`src/rtl/key_sequence_map_table_defines.svh`:
```
// Assertion macros shared by the key sequence map table RTL.
// Depends on a clock named clk and a synchronous reset named rst in the including scope.
`ifndef KEY_SEQUENCE_MAP_TABLE_DEFINES_SVH
`define KEY_SEQUENCE_MAP_TABLE_DEFINES_SVH

// Condition that must hold at every clock edge out of reset.
`define KSM_ASSERT(lbl, cond, msg) \
  lbl: assert property (@(posedge clk) disable iff (rst) (cond)) else $error(msg);

// Condition that, when true, implies a consequence in the next cycle.
`define KSM_ASSERT_NEXT(lbl, ante, cons, msg) \
  lbl: assert property (@(posedge clk) disable iff (rst) (ante) |=> (cons)) else $error(msg);

`endif

```
`src/rtl/ksm_pkg.sv`:
```
// Package for the key sequence map table: sizes, codes and controller/datapath structs.
// Used by the top level, the controller and the datapath; depends on nothing.
package ksm_pkg;

  localparam int MAX_ENTRIES = 32;
  localparam int KEY_BYTES   = 16;
  localparam int VALUE_BYTES = 64;
  localparam int VALUE_CAP   = 255;

  // Value bytes that the stage keeps.
  localparam int VSTAGE_LIM = (VALUE_BYTES < VALUE_CAP) ? VALUE_BYTES : VALUE_CAP;

  localparam int IDX_W  = (MAX_ENTRIES > 1) ? $clog2(MAX_ENTRIES) : 1;
  localparam int CNT_W  = $clog2(MAX_ENTRIES + 1);
  localparam int KLEN_W = $clog2(KEY_BYTES + 1);
  localparam int KOFF_W = (KEY_BYTES > 1) ? $clog2(KEY_BYTES) : 1;
  localparam int VLEN_W = $clog2(VSTAGE_LIM + 1);
  localparam int VOFF_W = (VSTAGE_LIM > 1) ? $clog2(VSTAGE_LIM) : 1;

  localparam int KRAM_DEPTH = MAX_ENTRIES << KOFF_W;
  localparam int VRAM_DEPTH = MAX_ENTRIES << VOFF_W;

  // Fixed field widths of the ports.
  localparam int OP_W   = 3;
  localparam int ST_W   = 3;
  localparam int CONS_W = 5;
  localparam int WORD_W = 64;
  localparam int NB_W   = 4;

  typedef enum logic [OP_W-1:0] {
    OP_STAGE_KEY,
    OP_STAGE_VALUE,
    OP_ADD,
    OP_REMOVE,
    OP_LOOKUP,
    OP_PREFIX
  } opcode_t;

  typedef enum logic [ST_W-1:0] {
    ST_OK,
    ST_NOT_FOUND,
    ST_FULL,
    ST_EMPTY_KEY,
    ST_KEY_LONG
  } status_code_t;

  typedef enum logic [3:0] {
    S_IDLE,
    S_ANS,
    S_ENT,
    S_KRD,
    S_KCMP,
    S_SDONE,
    S_KWR,
    S_VRD,
    S_VWR,
    S_VSTART,
    S_VRDO,
    S_VGET,
    S_VOUT
  } state_t;

  // Commands from the controller to the datapath.
  typedef struct packed {
    logic         stage_key;
    logic         stage_val;
    logic         latch;
    logic         srch_init;
    logic         ent_next;
    logic         ent_take;
    logic         byte_next;
    logic         rec_match;
    logic         prefix;
    logic         new_init;
    logic         kwr;
    logic         meta_new;
    logic         vwr;
    logic         meta_val;
    logic         rm;
    logic         b_clr;
    logic         emit_get;
    logic         out_load;
    logic         with_value;
    status_code_t code;
    logic         clr_stage;
  } cmd_t;

  // Status from the datapath to the controller.
  typedef struct packed {
    logic overflow;
    logic kempty;
    logic ent_done;
    logic cand;
    logic byte_eq;
    logic j_last;
    logic hit;
    logic tfull;
    logic kcopy_done;
    logic vcopy_done;
    logic emit_done;
    logic vlen_zero;
    logic word_end;
    logic out_free;
  } stat_t;

endpackage

```
`src/rtl/ksm_ctrl.sv`:
```
// Controller state machine of the key sequence map table.
// Depends on ksm_pkg; drives the datapath through cmd_t and reads stat_t.
module ksm_ctrl (
  input  logic                    clk,
  input  logic                    rst,
  input  logic                    in_valid,
  output logic                    in_stall,
  input  logic [ksm_pkg::OP_W-1:0] opcode,
  input  ksm_pkg::stat_t          st,
  output ksm_pkg::cmd_t           cmd
);
  import ksm_pkg::*;

  state_t       state, state_next;
  opcode_t      op_r, op_next;
  status_code_t code_r, code_next;

  // State, command and answer code registers.
  always_ff @(posedge clk) begin
    if (rst) begin
      state  <= S_IDLE;
      op_r   <= OP_STAGE_KEY;
      code_r <= ST_OK;
    end else begin
      state  <= state_next;
      op_r   <= op_next;
      code_r <= code_next;
    end
  end

  assign in_stall = (state != S_IDLE);

  // Next state and commands.
  always_comb begin
    state_next = state;
    op_next    = op_r;
    code_next  = code_r;
    cmd        = '0;
    cmd.prefix = (op_r == OP_PREFIX);
    case (state)
      S_IDLE: begin
        if (in_valid) begin
          case (opcode_t'(opcode))
            OP_STAGE_KEY:   cmd.stage_key = 1'b1;
            OP_STAGE_VALUE: cmd.stage_val = 1'b1;
            OP_ADD, OP_REMOVE, OP_LOOKUP, OP_PREFIX: begin
              cmd.latch = 1'b1;
              op_next   = opcode_t'(opcode);
              if (st.overflow) begin
                code_next  = ST_KEY_LONG;
                state_next = S_ANS;
              end else if (st.kempty) begin
                code_next  = (opcode_t'(opcode) == OP_ADD) ? ST_EMPTY_KEY : ST_NOT_FOUND;
                state_next = S_ANS;
              end else begin
                cmd.srch_init = 1'b1;
                state_next    = S_ENT;
              end
            end
            default: ;
          endcase
        end
      end
      // Single-result answer without value.
      S_ANS: begin
        if (st.out_free) begin
          cmd.out_load  = 1'b1;
          cmd.code      = code_r;
          cmd.clr_stage = 1'b1;
          state_next    = S_IDLE;
        end
      end
      // Walk the entries in table order.
      S_ENT: begin
        if (st.ent_done) begin
          state_next = S_SDONE;
        end else if (st.cand) begin
          cmd.ent_take = 1'b1;
          state_next   = S_KRD;
        end else begin
          cmd.ent_next = 1'b1;
        end
      end
      S_KRD: state_next = S_KCMP;
      // Compare one key byte of the candidate.
      S_KCMP: begin
        if (!st.byte_eq) begin
          cmd.ent_next = 1'b1;
          state_next   = S_ENT;
        end else if (st.j_last) begin
          cmd.rec_match = 1'b1;
          if (op_r == OP_PREFIX) begin
            cmd.ent_next = 1'b1;
            state_next   = S_ENT;
          end else begin
            state_next = S_SDONE;
          end
        end else begin
          cmd.byte_next = 1'b1;
          state_next    = S_KRD;
        end
      end
      // Act on the search result.
      S_SDONE: begin
        case (op_r)
          OP_ADD: begin
            if (st.hit) begin
              cmd.b_clr  = 1'b1;
              state_next = S_VRD;
            end else if (st.tfull) begin
              code_next  = ST_FULL;
              state_next = S_ANS;
            end else begin
              cmd.new_init = 1'b1;
              state_next   = S_KWR;
            end
          end
          OP_REMOVE: begin
            if (st.hit) begin
              cmd.rm    = 1'b1;
              code_next = ST_OK;
            end else begin
              code_next = ST_NOT_FOUND;
            end
            state_next = S_ANS;
          end
          default: begin
            if (st.hit) begin
              cmd.b_clr  = 1'b1;
              state_next = S_VSTART;
            end else begin
              code_next  = ST_NOT_FOUND;
              state_next = S_ANS;
            end
          end
        endcase
      end
      // Copy the staged key into a new slot.
      S_KWR: begin
        if (st.kcopy_done) begin
          cmd.meta_new = 1'b1;
          state_next   = S_VRD;
        end else begin
          cmd.kwr = 1'b1;
        end
      end
      // Copy the staged value into the slot.
      S_VRD: begin
        if (st.vcopy_done) begin
          cmd.meta_val = 1'b1;
          code_next    = ST_OK;
          state_next   = S_ANS;
        end else begin
          state_next = S_VWR;
        end
      end
      S_VWR: begin
        cmd.vwr    = 1'b1;
        state_next = S_VRD;
      end
      // Emit the value eight bytes per result.
      S_VSTART: state_next = st.vlen_zero ? S_VOUT : S_VRDO;
      S_VRDO:   state_next = S_VGET;
      S_VGET: begin
        cmd.emit_get = 1'b1;
        state_next   = st.word_end ? S_VOUT : S_VRDO;
      end
      S_VOUT: begin
        if (st.out_free) begin
          cmd.out_load   = 1'b1;
          cmd.with_value = 1'b1;
          cmd.code       = ST_OK;
          if (st.emit_done) begin
            cmd.clr_stage = 1'b1;
            state_next    = S_IDLE;
          end else begin
            state_next = S_VRDO;
          end
        end
      end
      default: state_next = S_IDLE;
    endcase
  end

endmodule

```
`config.mk`:
```
export PLATFORM = sky130hd
export DESIGN_NAME = ksm_ctrl
export DESIGN_NICKNAME = d
export VERILOG_FILES = /design/src/rtl/key_sequence_map_table_defines.svh /design/src/rtl/ksm_pkg.sv /design/src/rtl/ksm_ctrl.sv
export SDC_FILE = /design/constraint.sdc
export NUM_CORES = 1
export LEC_CHECK = 0
export BUFFER_PORTS_ARGS = -buffer_cell sky130_fd_sc_hd__buf_2
export CAP_MARGIN = 10
export CELL_PAD_IN_SITES_DETAIL_PLACEMENT = 1
export CELL_PAD_IN_SITES_GLOBAL_PLACEMENT = 1
export CORE_AREA = 4 4 86 48
export DETAILED_ROUTE_END_ITERATION = 8
export DIE_AREA = 0 0 90 52
export PLACE_DENSITY = 0.76
export SLEW_MARGIN = 10
export SYNTH_ARGS = -nofsm -noshare
export SYNTH_HDL_FRONTEND = slang
export SYNTH_SLANG_ARGS = --single-unit
```
`constraint.sdc`:
```
create_clock -name clk -period 2.6 [get_ports clk]
set_clock_uncertainty 0.05 [all_clocks]
set_input_delay 0.13 -clock clk [delete_from_list [all_inputs] [get_ports clk]]
set_output_delay 0.13 -clock clk [all_outputs]
set_load 0.01 [all_outputs]
```
==> impl_results.md <==
- Outcome: finished clean
- Flop2flop setup slack: around 250 ps
- Chip Width: 90 µm
- Worst Setup End Kind: flip-flop
- Most common flop cell mapped by yosys: dfxtp_1
- Root buffer cell: clkbuf_8
- Overall routing resource usage: 0.1910
- Clk_lat worst skew: 250 ps
- Power Total: about 750 µW
- Post CTS Setup Buffer Count: 0
- Share of layout cells above drive strength 1: 0.2806
- Area grow syn2layout: 30.57%
- Fillcell total: 452
- Cell count after synthesis: around 150
- DRT iter0 DRCs: 114
- DR WL/cell: 18.34 µm
- Slew of the pin with the lowest slew margin: 718.0 ps
- Longest Clk Path Bufs: 2
- Hold Crit Start: opcode[0]
- Seq cells post-synth: 10
- Final core utilization: 0.4087
- Worst reg2reg path startpoint: state[0]
- Hold path cells: 3
- Post-synth ARST share: 0
- Post-route DRC: 0
- Worst Hold End: op_r[0]
- Clk sink count: 10
- CP Data Required Time: between 2000 and 3000 ps
- PwrDens: 553.3 mW/mm²
- Total CTS buffers: 3
- DR vias/cell: 5.807
- Drt total wl: roughly 4.4 mm
- RSZ-0062 raised after global routing: false
- Largest net degree at the start of global routing: 18
- Depth of the CTS H-tree: 1
- Ranking of synthesized cells by area: dfxtp_1 (19%), nor2_1 (7.6%), a21oi_1 (4.3%), nand3_1 (3.9%), inv_1 (3.6%)
- Top delay family on crit path: simple AND/OR/NAND/NOR gates
- Worst min path class: in -> reg
- Initial Util: 0.3130
- Synth unique cells: 44
- Commonest non-fill, non-tap cell in the layout: buf_2
- Post-Syn Nets: roughly 170
- Setup ws final: 247.3 ps
- CP max FO: 17
- Post-route ant nets: 0
- Crit path launch type: flip-flop
- Ports: 44
- Fmax: 0.4250 GHz
- Initial antenna violation count: 0
- Grt ovf: 0
- Worst reg2reg path depth: 5
- Number of placement rows: 15
- Max incr delay on CP: 540 ps
- Post-DP HPWL: 3.388 mm
- Hold buffer count at cts: 0
- Worst path bufs/invs: 0
- Top cell type's share of synthesized area: 0.1925
- Sequential share of the synthesized area: 0.1925
- Period utilization: 0.9049
- Die area: around 0.0047 mm²
- Number of global-route vias before repair: 1380
- First-pass GRT wire length: between 7 and 8 mm
- R2R Path End: code_r[2]
- Die Y-Extent: 52 µm
- Commonest cells after routing, fill and taps aside: buf_2 (43), nor2_1 (21), inv_1 (10), dfxtp_1 (10)
- PostCTS Resize Cnt: 0
- Place WS: 314.8 ps
- Core Box Area: 0.003322 mm²
- Synth area leader: dfxtp_1
- Clk slew on worst S/H paths: 60 ps
- Setup TNS: 0 ps
- Worst path arrival time: 2470 ps
- Crit path launch: state[0]
- Syn avg cell area: 6.752 µm²
- CP Class: reg -> reg
- YS warnings: 0
- Vias: 1382
- Mapped Area: 0.001040 mm²
- Hold Fails Final Rpt: 0
- Drt first pass iters: 4
- Max-slew violation count: 0
- Maxcap violations: 0
- Crit-path slowest cell: or4_1
- Post-synth EDFFs: 0
- Tmin final: approximately 2400 ps
- GPL Wtd Cong: 0.8644
- Nets: between 200 and 250
- Max_slew headroom: 0.5169
- Port buffer count: 43
- Setup violators final: 0
- Leakage: 0.6743 nW
- Maximum vdd drop: 0.0002066 V
- WHS: 127.4 ps
- Worst path cell trace: or2_1 > o311a_1 > or4_1 > or3b_1 > a21oi_1
- Inserted Diodes: 0
- CTS tree: done
-- power breakdown --
group / internal (mW) / switching [mW] / total [mW]
clock network: 0.134 / 0.0715 / 0.205
registers: 0.174 / 0.0453 / 0.219
logic: 0.136 / 0.190 / 0.326
-- registers in the layout, indices dropped and copies added, names as in the netlist --
name and count:
state 4, code_r 3, op_r 3
-- per-layer routing --
metal / GRT usage / wire [µm] / vias to the layer above
met3: 0.04046 / 339 / 10
met4: 0.04061 / 55 / 0
li1: - / - / 648
met1: 0.2623 / 2076 / 663
met2: 0.3103 / 1893 / 61
met5: 0 / 0 / -
-- worst max path at each step --
stage,to,slack [ps],depth (start not counted)
final,code_r[2],250,5
after global routing,code_r[2],170,6
after CTS,code_r[2],280,5
after detailed placement,code_r[2],310,5
after global placement,code_r[2],380,5
after floorplan,code_r[2],620,6
-- stage by stage --
step / area (µm²) / instances
4_1_cts: 1358 / 238
5_1_grt: 1358 / 238
3_5_place_dp: 1303 / 234
3_3_place_gp: 1303 / 234
6_report: 1358 / 238
2_1_floorplan: 1040 / 154
-- cell families after synthesis --
kind of cell,after synthesis,synth area share
and+or+nand+nor,84,0.4537
AOI/OAI and AO/OA,35,0.2286
buffers and inverters,20,0.07702
DFF,10,0.1925
muxes,4,0.03971
xor gates and xnor gates,1,0.008425
-- worst register-to-register path, stage by stage, from the launching register on --
cell and delay, ps:
dfxtp_1 470, or2_1 330, o311a_1 350, or4_1 540, or3b_1 400, a21oi_1 140
-- Yosys cell counts, drive strengths merged, types with 3 or more instances --
cell     n
a21oi    9
and2     4
and3     5
buf      5
clkbuf   5
dfxtp   10
inv     10
mux2i    3
nand2    9
nand2b   5
nand3    8
nand3b   4
nor2    21
nor3     6
nor3b    4
o21ai    7
o32ai    4
or3b     3
-- final cells by class --
| class | instances | area [µm²] | area share |
|---|---|---|---|
| inverters | 10 | 37.54 | 0.02765 |
| repair buffers | 48 | 252.7 | 0.1862 |
| clock buffers | 4 | 55.05 | 0.04055 |
| multi-input cells | 124 | 759.5 | 0.5594 |
| well taps | 42 | 52.55 | 0.03871 |
| flip-flops and latches | 10 | 200.2 | 0.1475 |
No activity file was read; power rests on OpenSTA's default activity.
